### config.mk
export PLATFORM = sky130hd
export DESIGN_NAME = mltq_ctrl
export DESIGN_NICKNAME = d
export VERILOG_FILES = /design/src/rtl/mltq_pkg.sv /design/src/rtl/mltq_ctrl.sv
export SDC_FILE = /design/constraint.sdc
export NUM_CORES = 1
export LEC_CHECK = 0
export BUFFER_PORTS_ARGS = -buffer_cell sky130_fd_sc_hd__buf_2
export CAP_MARGIN = 25
export CELL_PAD_IN_SITES_DETAIL_PLACEMENT = 1
export CELL_PAD_IN_SITES_GLOBAL_PLACEMENT = 1
export CORE_ASPECT_RATIO = 2
export CORE_UTILIZATION = 36
export CTS_CLUSTER_SIZE = 30
export DETAILED_ROUTE_END_ITERATION = 16
export GPL_TIMING_DRIVEN = 0
export PLACE_DENSITY_LB_ADDON = 0.1
export SYNTH_ARGS = -nofsm -noshare
export SYNTH_HDL_FRONTEND = slang
export SYNTH_SLANG_ARGS = --single-unit
export TNS_END_PERCENT = 50
### constraint.sdc
create_clock -name clk -period 2.95 [get_ports clk]
set_input_delay 0.1475 -clock clk [delete_from_list [all_inputs] [get_ports clk]]
set_output_delay 0.1475 -clock clk [all_outputs]
set_load 0.01 [all_outputs]
### src/rtl/mltq_pkg.sv
// Shared constants, types and codes of the multi-level task queue.
package mltq_pkg;

    localparam int NUM_LEVELS  = 2;
    localparam int LEVEL_DEPTH = 256;
    localparam int TAG_BITS    = 16;
    localparam int NODE_W      = 8;

    localparam int LVL_W   = (NUM_LEVELS > 1) ? $clog2(NUM_LEVELS) : 1;
    localparam int PTR_W   = (LEVEL_DEPTH > 1) ? $clog2(LEVEL_DEPTH) : 1;
    localparam int CNT_W   = $clog2(LEVEL_DEPTH + 1);
    localparam int ADDR_W  = LVL_W + PTR_W;
    localparam int RAM_DEPTH = 1 << ADDR_W;
    localparam int LOAD_W  = CNT_W + NUM_LEVELS - 1;

    typedef enum logic [1:0] {
        OP_PUSH  = 2'd0,
        OP_PULL  = 2'd1,
        OP_STEAL = 2'd2
    } opcode_t;

    typedef enum logic [1:0] {
        ST_IDLE = 2'b01,
        ST_LOOK = 2'b10
    } state_t;

    typedef struct packed {
        logic [TAG_BITS-1:0] tag;
        logic                stealable;
        logic [NODE_W-1:0]   node;
    } entry_t;

    typedef struct packed {
        logic              we;
        logic [ADDR_W-1:0] waddr;
        entry_t            wdata;
        logic              re;
        logic [ADDR_W-1:0] raddr;
    } ram_req_t;

    typedef struct packed {
        logic                task_valid;
        logic [TAG_BITS-1:0] tag;
        logic [LVL_W-1:0]    level;
        logic [NODE_W-1:0]   node;
        logic                push_accepted;
        logic                push_overflow;
    } result_t;

    typedef logic [NUM_LEVELS-1:0][CNT_W-1:0] counts_t;

endpackage

### src/rtl/mltq_ctrl.sv
// Request sequencer: ring pointers, level counts and the pull/steal scan.
module mltq_ctrl
    import mltq_pkg::*;
(
    input  logic                clk,
    input  logic                rst_n,
    input  logic                start,
    input  logic [1:0]          opcode,
    input  logic [TAG_BITS-1:0] task_tag,
    input  logic [LVL_W-1:0]    task_level,
    input  logic                task_stealable,
    input  logic                already_enqueued,
    input  logic [NODE_W-1:0]   node_id,
    input  entry_t              rd_data,
    output ram_req_t            ram_req,
    output logic                busy,
    output logic                done,
    output result_t             result,
    output counts_t             counts
);

    state_t              state_reg, state_next;
    logic [PTR_W-1:0]    head_reg [NUM_LEVELS];
    logic [PTR_W-1:0]    head_next [NUM_LEVELS];
    logic [PTR_W-1:0]    tail_reg [NUM_LEVELS];
    logic [PTR_W-1:0]    tail_next [NUM_LEVELS];
    counts_t             count_reg, count_next;
    logic [LVL_W-1:0]    cur_reg, cur_next;
    logic                pull_reg, pull_next;
    logic                done_reg, done_next;
    result_t             res_reg, res_next;

    logic                first_found, next_found;
    logic [LVL_W-1:0]    first_lvl, next_lvl;

    function automatic logic [PTR_W-1:0] advance(input logic [PTR_W-1:0] p);
        return (p == PTR_W'(LEVEL_DEPTH - 1)) ? '0 : p + 1'b1;
    endfunction

    // Lowest non-empty level, from level 0 and from the level after the current one.
    always_comb
    begin
        first_found = 1'b0;
        first_lvl   = '0;
        next_found  = 1'b0;
        next_lvl    = '0;
        for (int l = NUM_LEVELS - 1; l >= 0; l--)
        begin
            if (count_reg[l] != '0)
            begin
                first_found = 1'b1;
                first_lvl   = LVL_W'(l);
                if (l > int'(cur_reg))
                begin
                    next_found = 1'b1;
                    next_lvl   = LVL_W'(l);
                end
            end
        end
    end

    always_comb
    begin
        state_next = state_reg;
        head_next  = head_reg;
        tail_next  = tail_reg;
        count_next = count_reg;
        cur_next   = cur_reg;
        pull_next  = pull_reg;
        done_next  = 1'b0;
        res_next   = res_reg;
        ram_req    = '0;

        unique case (state_reg)
            ST_IDLE:
            begin
                if (start)
                begin
                    res_next = '0;
                    if (opcode == OP_PUSH)
                    begin
                        done_next = 1'b1;
                        if (!already_enqueued && int'(task_level) < NUM_LEVELS)
                        begin
                            if (int'(count_reg[task_level]) >= LEVEL_DEPTH)
                            begin
                                res_next.push_overflow = 1'b1;
                            end
                            else
                            begin
                                ram_req.we             = 1'b1;
                                ram_req.waddr          = {task_level, tail_reg[task_level]};
                                ram_req.wdata.tag      = task_tag;
                                ram_req.wdata.stealable = task_stealable;
                                ram_req.wdata.node     = node_id;
                                tail_next[task_level]  = advance(tail_reg[task_level]);
                                count_next[task_level] = count_reg[task_level] + 1'b1;
                                res_next.push_accepted = 1'b1;
                            end
                        end
                    end
                    else if (opcode == OP_PULL || opcode == OP_STEAL)
                    begin
                        pull_next = (opcode == OP_PULL);
                        if (first_found)
                        begin
                            ram_req.re    = 1'b1;
                            ram_req.raddr = {first_lvl, head_reg[first_lvl]};
                            cur_next      = first_lvl;
                            state_next    = ST_LOOK;
                        end
                        else
                        begin
                            done_next = 1'b1;
                        end
                    end
                    else
                    begin
                        done_next = 1'b1;
                    end
                end
            end

            ST_LOOK:
            begin
                head_next[cur_reg] = advance(head_reg[cur_reg]);
                if (pull_reg || rd_data.stealable)
                begin
                    count_next[cur_reg] = count_reg[cur_reg] - 1'b1;
                    res_next.task_valid = 1'b1;
                    res_next.tag        = rd_data.tag;
                    res_next.level      = cur_reg;
                    res_next.node       = rd_data.node;
                    done_next           = 1'b1;
                    state_next          = ST_IDLE;
                end
                else
                begin
                    // Rotate the head to the tail of its own level.
                    ram_req.we         = 1'b1;
                    ram_req.waddr      = {cur_reg, tail_reg[cur_reg]};
                    ram_req.wdata      = rd_data;
                    tail_next[cur_reg] = advance(tail_reg[cur_reg]);
                    if (next_found)
                    begin
                        ram_req.re    = 1'b1;
                        ram_req.raddr = {next_lvl, head_reg[next_lvl]};
                        cur_next      = next_lvl;
                    end
                    else
                    begin
                        done_next  = 1'b1;
                        state_next = ST_IDLE;
                    end
                end
            end

            default:
            begin
                state_next = ST_IDLE;
            end
        endcase
    end

    always_ff @(posedge clk or negedge rst_n)
    begin
        if (!rst_n)
        begin
            state_reg <= ST_IDLE;
            count_reg <= '0;
            cur_reg   <= '0;
            pull_reg  <= 1'b0;
            done_reg  <= 1'b0;
            for (int l = 0; l < NUM_LEVELS; l++)
            begin
                head_reg[l] <= '0;
                tail_reg[l] <= '0;
            end
        end
        else
        begin
            state_reg <= state_next;
            count_reg <= count_next;
            cur_reg   <= cur_next;
            pull_reg  <= pull_next;
            done_reg  <= done_next;
            head_reg  <= head_next;
            tail_reg  <= tail_next;
        end
    end

    always_ff @(posedge clk)
    begin
        res_reg <= res_next;
    end

    assign busy   = (state_reg != ST_IDLE);
    assign done   = done_reg;
    assign result = res_reg;
    assign counts = count_reg;

endmodule

# Word-level counts from Yosys, hierarchy flattened
# Index checks and enable logic that the tools add are counted.
dict set report totals {
  wordCells 165
  input_bits 57
  regBits 83
  output_inout_bits 93
}
dict set report op_classes {
  n_eq_ne 19
  order_cmp 12
  n_mux 90
  bitwise_logic 5
  addsub 5
  reduce_logical 18
}
# cell n
set ops {}
lappend ops {{8-bit two-way mux} 20}
lappend ops {{35-bit two-way mux} 3}
lappend ops {{18-bit two-way mux} 5}
lappend ops {{45-bit two-way mux} 2}
lappend ops {{45-bit case mux with 2 select lines} 1}
lappend ops {{16-bit two-way mux} 5}
lappend ops {{9-bit two-way mux} 6}
lappend ops {{26-bit case mux with 2 select lines} 1}
lappend ops {{16-bit bitwise mux} 3}
lappend ops {{10-bit two-way mux} 4}
lappend ops {{18-bit bitwise mux} 2}
lappend ops {{18-bit case mux with 2 select lines} 1}
lappend ops {{16-bit case mux with 2 select lines} 1}
lappend ops {{28-bit two-way mux} 1}
lappend ops {{26-bit two-way mux} 1}
lappend ops {{8-bit by 1-bit adder with 8-bit output, second input constant} 3}
lappend ops {{8-bit == test, second input constant} 3}
lappend ops {{2-bit inequality test, second input constant} 10}
lappend ops {{1-bit two-way mux} 19}
lappend ops {{9-bit demux with 1-bit select} 2}
lappend ops {{9-bit nonzero test} 2}
lappend ops {{8-bit demux with 1-bit select} 2}
lappend ops {{2-bit two-way mux} 8}
lappend ops {{6-bit AND reduction} 2}
lappend ops {{other kinds (26)} 42}

# Depth between registers and ports, before layout
dict set report logic_depth {
  word_depth 12
  depth_mapped 11
  mapped_depth_nobuf 8
}

# Worst setup path after synthesis
# OpenSTA, ideal clock, no wires.
dict set report synth_timing {
  path_kind {reg2reg}
  startpoint {reg cur_reg}
  endpoint {reg tail_reg[3] in the netlist's numbering}
  path_stages_with_launch 11
  required_time_ns 2.880
  setup_ns 0.070
  slack_ns 0.195
  path_buffers 3
  period_less_slack_ns 2.755
  arrival_ns 2.685
  cell_sequence {dfrtp_1 -> buf_2 -> buf_2 -> buf_1 -> mux2_2 -> ha_1 -> nand4b_1 -> a21oi_1 -> a311o_1 -> o32a_1 -> nand3_1}
}
dict set report synth_between {
  elab_chain_cells 9
  elab_cells_between_ends 15
  cone_classes {add/sub: 1; order compare: 2; eq/ne: 1; mux: 9; bitwise: 1; reduce/logical: 1}
}
# element line
set synth_lines {}
lappend synth_lines {{start: declaration} mltq_ctrl.sv:28} ;# logic [LVL_W-1:0] cur_reg, cur_next;
lappend synth_lines {{start signal: assignment} mltq_ctrl.sv:184} ;# cur_reg <= cur_next;
lappend synth_lines {{1-bit NOT with 2-bit output (implied by the code) (*)} mltq_ctrl.sv:143} ;# tail_next[cur_reg] = advance(tail_reg[cur_reg]);
lappend synth_lines {{8-bit two-way mux (implied by the code) (3 in a row)} mltq_ctrl.sv:143}
lappend synth_lines {{8-bit by 1-bit adder with 8-bit output or 8-bit == test (tied branches)} mltq_ctrl.sv:37} ;# return (p == PTR_W'(LEVEL_DEPTH - 1)) ? '0 : p + 1'b1;
lappend synth_lines {{8-bit two-way mux} mltq_ctrl.sv:37}
lappend synth_lines {{16-bit bitwise mux (*)} mltq_ctrl.sv:143}
lappend synth_lines {{16-bit two-way mux (*)} mltq_ctrl.sv:127} ;# if (pull_reg || rd_data.stealable)
lappend synth_lines {{16-bit case mux with 2 select lines (*)} mltq_ctrl.sv:74} ;# unique case (state_reg)
lappend synth_lines {{end signal: assignment} mltq_ctrl.sv:188} ;# tail_reg <= tail_next;
lappend synth_lines {{end: declaration} mltq_ctrl.sv:25} ;# logic [PTR_W-1:0] tail_reg [NUM_LEVELS];
# Every way passes the cells marked *; elsewhere a longest branch is shown, timed or not. The select of a mux whose other input is x is not followed.
# A chain may end at the register's enable or synchronous reset.

# Worst setup path after layout
# Same ends and word-level chain as after synthesis.

==> qor_table.md <==
| Item | This run | Unit |
|:---|:---|:---|
| Initial Utilization | 0.368 | - |
| Top routing layer in use | met4 | - |
| Routed wirelength normalized by instance count | 21.4 | µm |
| Number of core rows | 63 | - |
| Cell at the root of the clock tree | sky130_fd_sc_hd__clkbuf_16 | - |
| # Max-Cap Violations | 0 | - |
| Remaining DRCs | 0 | - |
| Result of the run | finished clean | - |
| Total overflow reported by the global router | 0 | - |
| Internal power | 0.00343 | W |
| Die ar. | 0.0156 | mm² |
| Number of antenna violations at the first check in global routing | 0 | - |
| Post-route clock skew | 8.12 | ps |
| Basic-gate share of the synthesized area counting and, or, nand and nor cells | 0.214 | - |
| Net count after synthesis | 663 | - |
| Kind of critical path | reg2reg | - |
| Share of synthesized cell area in full adder, half adder and majority cells | 0.0207 | - |
| Clock network fraction of total power | 0.185 | - |
| Arrival time of the worst setup path | 3110 | ps |
| Final std cells w/o fill | 963 | - |
| Layout area overhead | 26.9 | % |
| Number of clock sinks | 83 | - |
| I/O pin total | 150 | - |
| First-iteration detailed-routing DRC count | 203 | - |
| Async S/R FF share, synth | 0.663 | - |
| Instance count after placement with tap cells included | 943 | - |
| CORE AREA | 0.0147 | mm² |
| Setup repair after global routing missed its margin | no | - |
| Post-DP HPWL | 15.8 | mm |
| Synth unique cells | 68 | - |
| Number of buffers inserted by port buffering | 149 | - |
| Share of the yosys chip area belonging to registers | 0.409 | - |
| Level count of the clock H-tree | 3 | - |
| Maximum frequency from static timing analysis | 0.353 | GHz |
| TritonCTS buffer count | 9 | - |
| First-pass DRT Iterations | 7 | - |
| Startpoint Class | register | - |
| Die X | 88.8 | µm |
| Nature of the critical path endpoint | register | - |
| Die height | 176 | µm |
| Area share of the largest cell type after synthesis | 0.249 | - |
| Number of fill cells in the layout | 1782 | - |
| Combinational family with the most area after synthesis | compound AO/OA/AOI/OAI gates | - |
| Synth Area per Inst | 9.10 | µm² |
| Largest fanout of any net on the critical path | 10 | - |
| Remaining max-slew budget at the tightest pin | 0.385 | - |
| Count of synthesis-stage warnings from yosys | 0 | - |
| Number of setup violations in the final report | 0 | - |
| Final hold violation count | 0 | - |
| Ratio of final minimum period to clock period | 0.960 | - |
| Sum of routed wire segments on met1 | 7.36 | mm |
| Clock latency on the worst-skew pair | 350 | ps |
| Post-synthesis sequential element count | 83 | - |
| Primary flip-flop cell chosen by synthesis mapping | sky130_fd_sc_hd__dfrtp_1 | - |
| Max clock buf depth | 2 | - |
| Total Wirelength | 20.6 | mm |
| Number of enable-type register cells in the synthesized netlist | 28 | - |
| Gr usage total | 0.274 | - |
| Detailed route wirelength on metal3 | 964 | µm |
| TritonCTS clock tree | done | - |
| Ratio of routed vias to standard cells | 5.86 | - |
| Max IR drop VDD | 0.455 | mV |
| Via count of the first global-routing pass | 6010 | - |
| Maximum number of pins on one net before global-route repair | 38 | - |
| Antenna fix cells | 0 | - |
| Gp weighted congestion | 0.907 | - |
| Ranking of synthesized cells by area | sky130_fd_sc_hd__dfrtp_1 (25%), sky130_fd_sc_hd__edfxtp_1 (15%), sky130_fd_sc_hd__a22oi_1 (4.7%) | - |
| Required time at the worst-slack endpoint | 3230 | ps |
| Power per cell area | 889 | mW/mm² |
| Switch Pwr | 0.00270 | W |
| Nets | 829 | - |
| Worst hold-check path type | in2reg | - |
| Met2 routed wirelength | 11.3 | mm |
| Largest register FFs | 28 | - |
| Xor and xnor fraction of the mapped netlist area | 0.0323 | - |
| DRT antenna net count | 0 | - |
| Relative contribution of combinational cells to total power | 0.481 | - |
| Switching power share of the total | 0.441 | - |
| Pins over their slew limit | 0 | - |
| List of most frequent post-synthesis cells | sky130_fd_sc_hd__nor2_1 (58), sky130_fd_sc_hd__dfrtp_1 (54), sky130_fd_sc_hd__nand2_1 (41), sky130_fd_sc_hd__clkbuf_1 (35), sky130_fd_sc_hd__a22oi_1 (34) | - |
| Gate Count Post-Synth | 597 | - |
| Seq pwr share | 0.333 | - |
| Synth Cell Area | 0.00543 | mm² |
| Fraction of the mapped netlist area in compound gates | 0.240 | - |
| Dominant cell by count in the synthesized netlist | sky130_fd_sc_hd__nor2_1 | - |
| First-pass GRT wire length | 32.0 | mm |
| Proportion of synthesized area in mux cells | 0.0394 | - |
| Leakage Power | 3.01 | nW |
| Clock transition at the register clock pins on the worst setup and hold paths after CTS | 60 | ps |
| Final critical path time including I/O delays and setup | 2830 | ps |
| Vias | 5645 | - |
| Worst hold margin | 106 | ps |
| Worst Tran Pin Value | 918 | ps |
| Largest area contributor in the synthesized netlist | sky130_fd_sc_hd__dfrtp_1 | - |
| Share of post-route cells with drive strength above 1 | 0.273 | - |
-- what timing repair did --
item                                   in CTS  in global routing
endpoints found under the hold margin      18                  0
gates resized for setup                    14                  9
cloned                                      0                  0
setup endpoints to repair                  67                 40
pin swaps                                   2                  1
setup buffers                               2                  1
hold buffers                                1                  0
-- cell usage in the layout (no fill, tap or decap), types with 10 or more instances in the layout --
cell	instances
sky130_fd_sc_hd__clkbuf_1	34
sky130_fd_sc_hd__buf_2	152
sky130_fd_sc_hd__nand2_1	41
sky130_fd_sc_hd__a21oi_1	27
sky130_fd_sc_hd__nand3_1	21
sky130_fd_sc_hd__mux2_2	11
sky130_fd_sc_hd__inv_1	17
sky130_fd_sc_hd__edfxtp_1	28
sky130_fd_sc_hd__xnor2_1	13
sky130_fd_sc_hd__nand2b_1	10
sky130_fd_sc_hd__nor2_1	57
sky130_fd_sc_hd__o21ai_0	26
sky130_fd_sc_hd__and2_1	24
sky130_fd_sc_hd__dfrtp_1	54
sky130_fd_sc_hd__a22oi_1	34
sky130_fd_sc_hd__a31oi_1	11
sky130_fd_sc_hd__a22o_1	11
sky130_fd_sc_hd__o22ai_1	11
-- layout make-up --
class                   instances  area, µm²  area share
multi-input cells             453       3030       0.439
flip-flops and latches         83       2220       0.322
repair buffers                155        838       0.122
clock buffers                  15        288      0.0417
well taps                     195        244      0.0354
plain buffers                  44        206      0.0300
inverters                      17       63.8     0.00926
clock inverters                 1       5.00    0.000726
-- cells by family after synthesis --
family | Yosys count
buf+inv | 61
xor+xnor | 20
mux | 20
compound gates | 184
simple gates | 220
flops | 83
fa+ha+maj | 9
-- critical path, cell delays in order (launching register included) --
cell and delay, ps:
sky130_fd_sc_hd__dfrtp_1 440, sky130_fd_sc_hd__buf_6 200, sky130_fd_sc_hd__buf_6 190, sky130_fd_sc_hd__buf_6 200, sky130_fd_sc_hd__mux2_2 370, sky130_fd_sc_hd__ha_1 290
sky130_fd_sc_hd__nand4b_1 230, sky130_fd_sc_hd__a21oi_4 130, sky130_fd_sc_hd__a311o_1 340, sky130_fd_sc_hd__o32a_1 280, sky130_fd_sc_hd__nand3_1 90
-- power groups by stage --
stage / combinational, W / sequential [W] / clock (W)
finish: 0.00295 / 0.00204 / 0.00114
global route: 0.00323 / 0.00210 / 0.00120
CTS: 0.00293 / 0.00205 / 0.00116
floorplan: 0.00164 / 0.00212 / 0
global placement: 0.00271 / 0.00204 / 0
detailed placement: 0.00284 / 0.00206 / 0
-- through the flow --
stage	setup slack (ps)	instance area [µm²]	setup TNS (ps)	total power, W	util
6_report	117	6890	0	0.00613	0.468
5_1_grt	6.09	6890	0	0.00653	0.468
4_1_cts	5.34	6850	0	0.00613	0.465
3_5_place_dp	-928	6470	-17420	0.00490	0.439
3_3_place_gp	-870	6420	-15910	0.00475	0.436
2_1_floorplan	195	5430	0	0.00375	-
-- path summary, 6_finish.rpt --
path	start	endpoint	slack (ps)	cells after the start
worst max-delay path	cur_reg	tail_reg[3]	120	10
worst max register to register	cur_reg	tail_reg[3]	120	10
max in group asynchronous	rst_n	state_reg[0]	2020	3
worst min-delay path	rd_data[2]	result[4]	110	2
min in group asynchronous	rst_n	head_reg[0]	290	2
worst min register to register	head_reg[14]	head_reg[14]	500	1
-- routing by layer --
metal / up-vias / global-route usage
li1: 2585 / -
met4: 0 / 0.153
met3: 57 / 0.0348
met1: 2770 / 0.280
met2: 233 / 0.514
met5: - / 0
(Power assumes the default switching activity.)
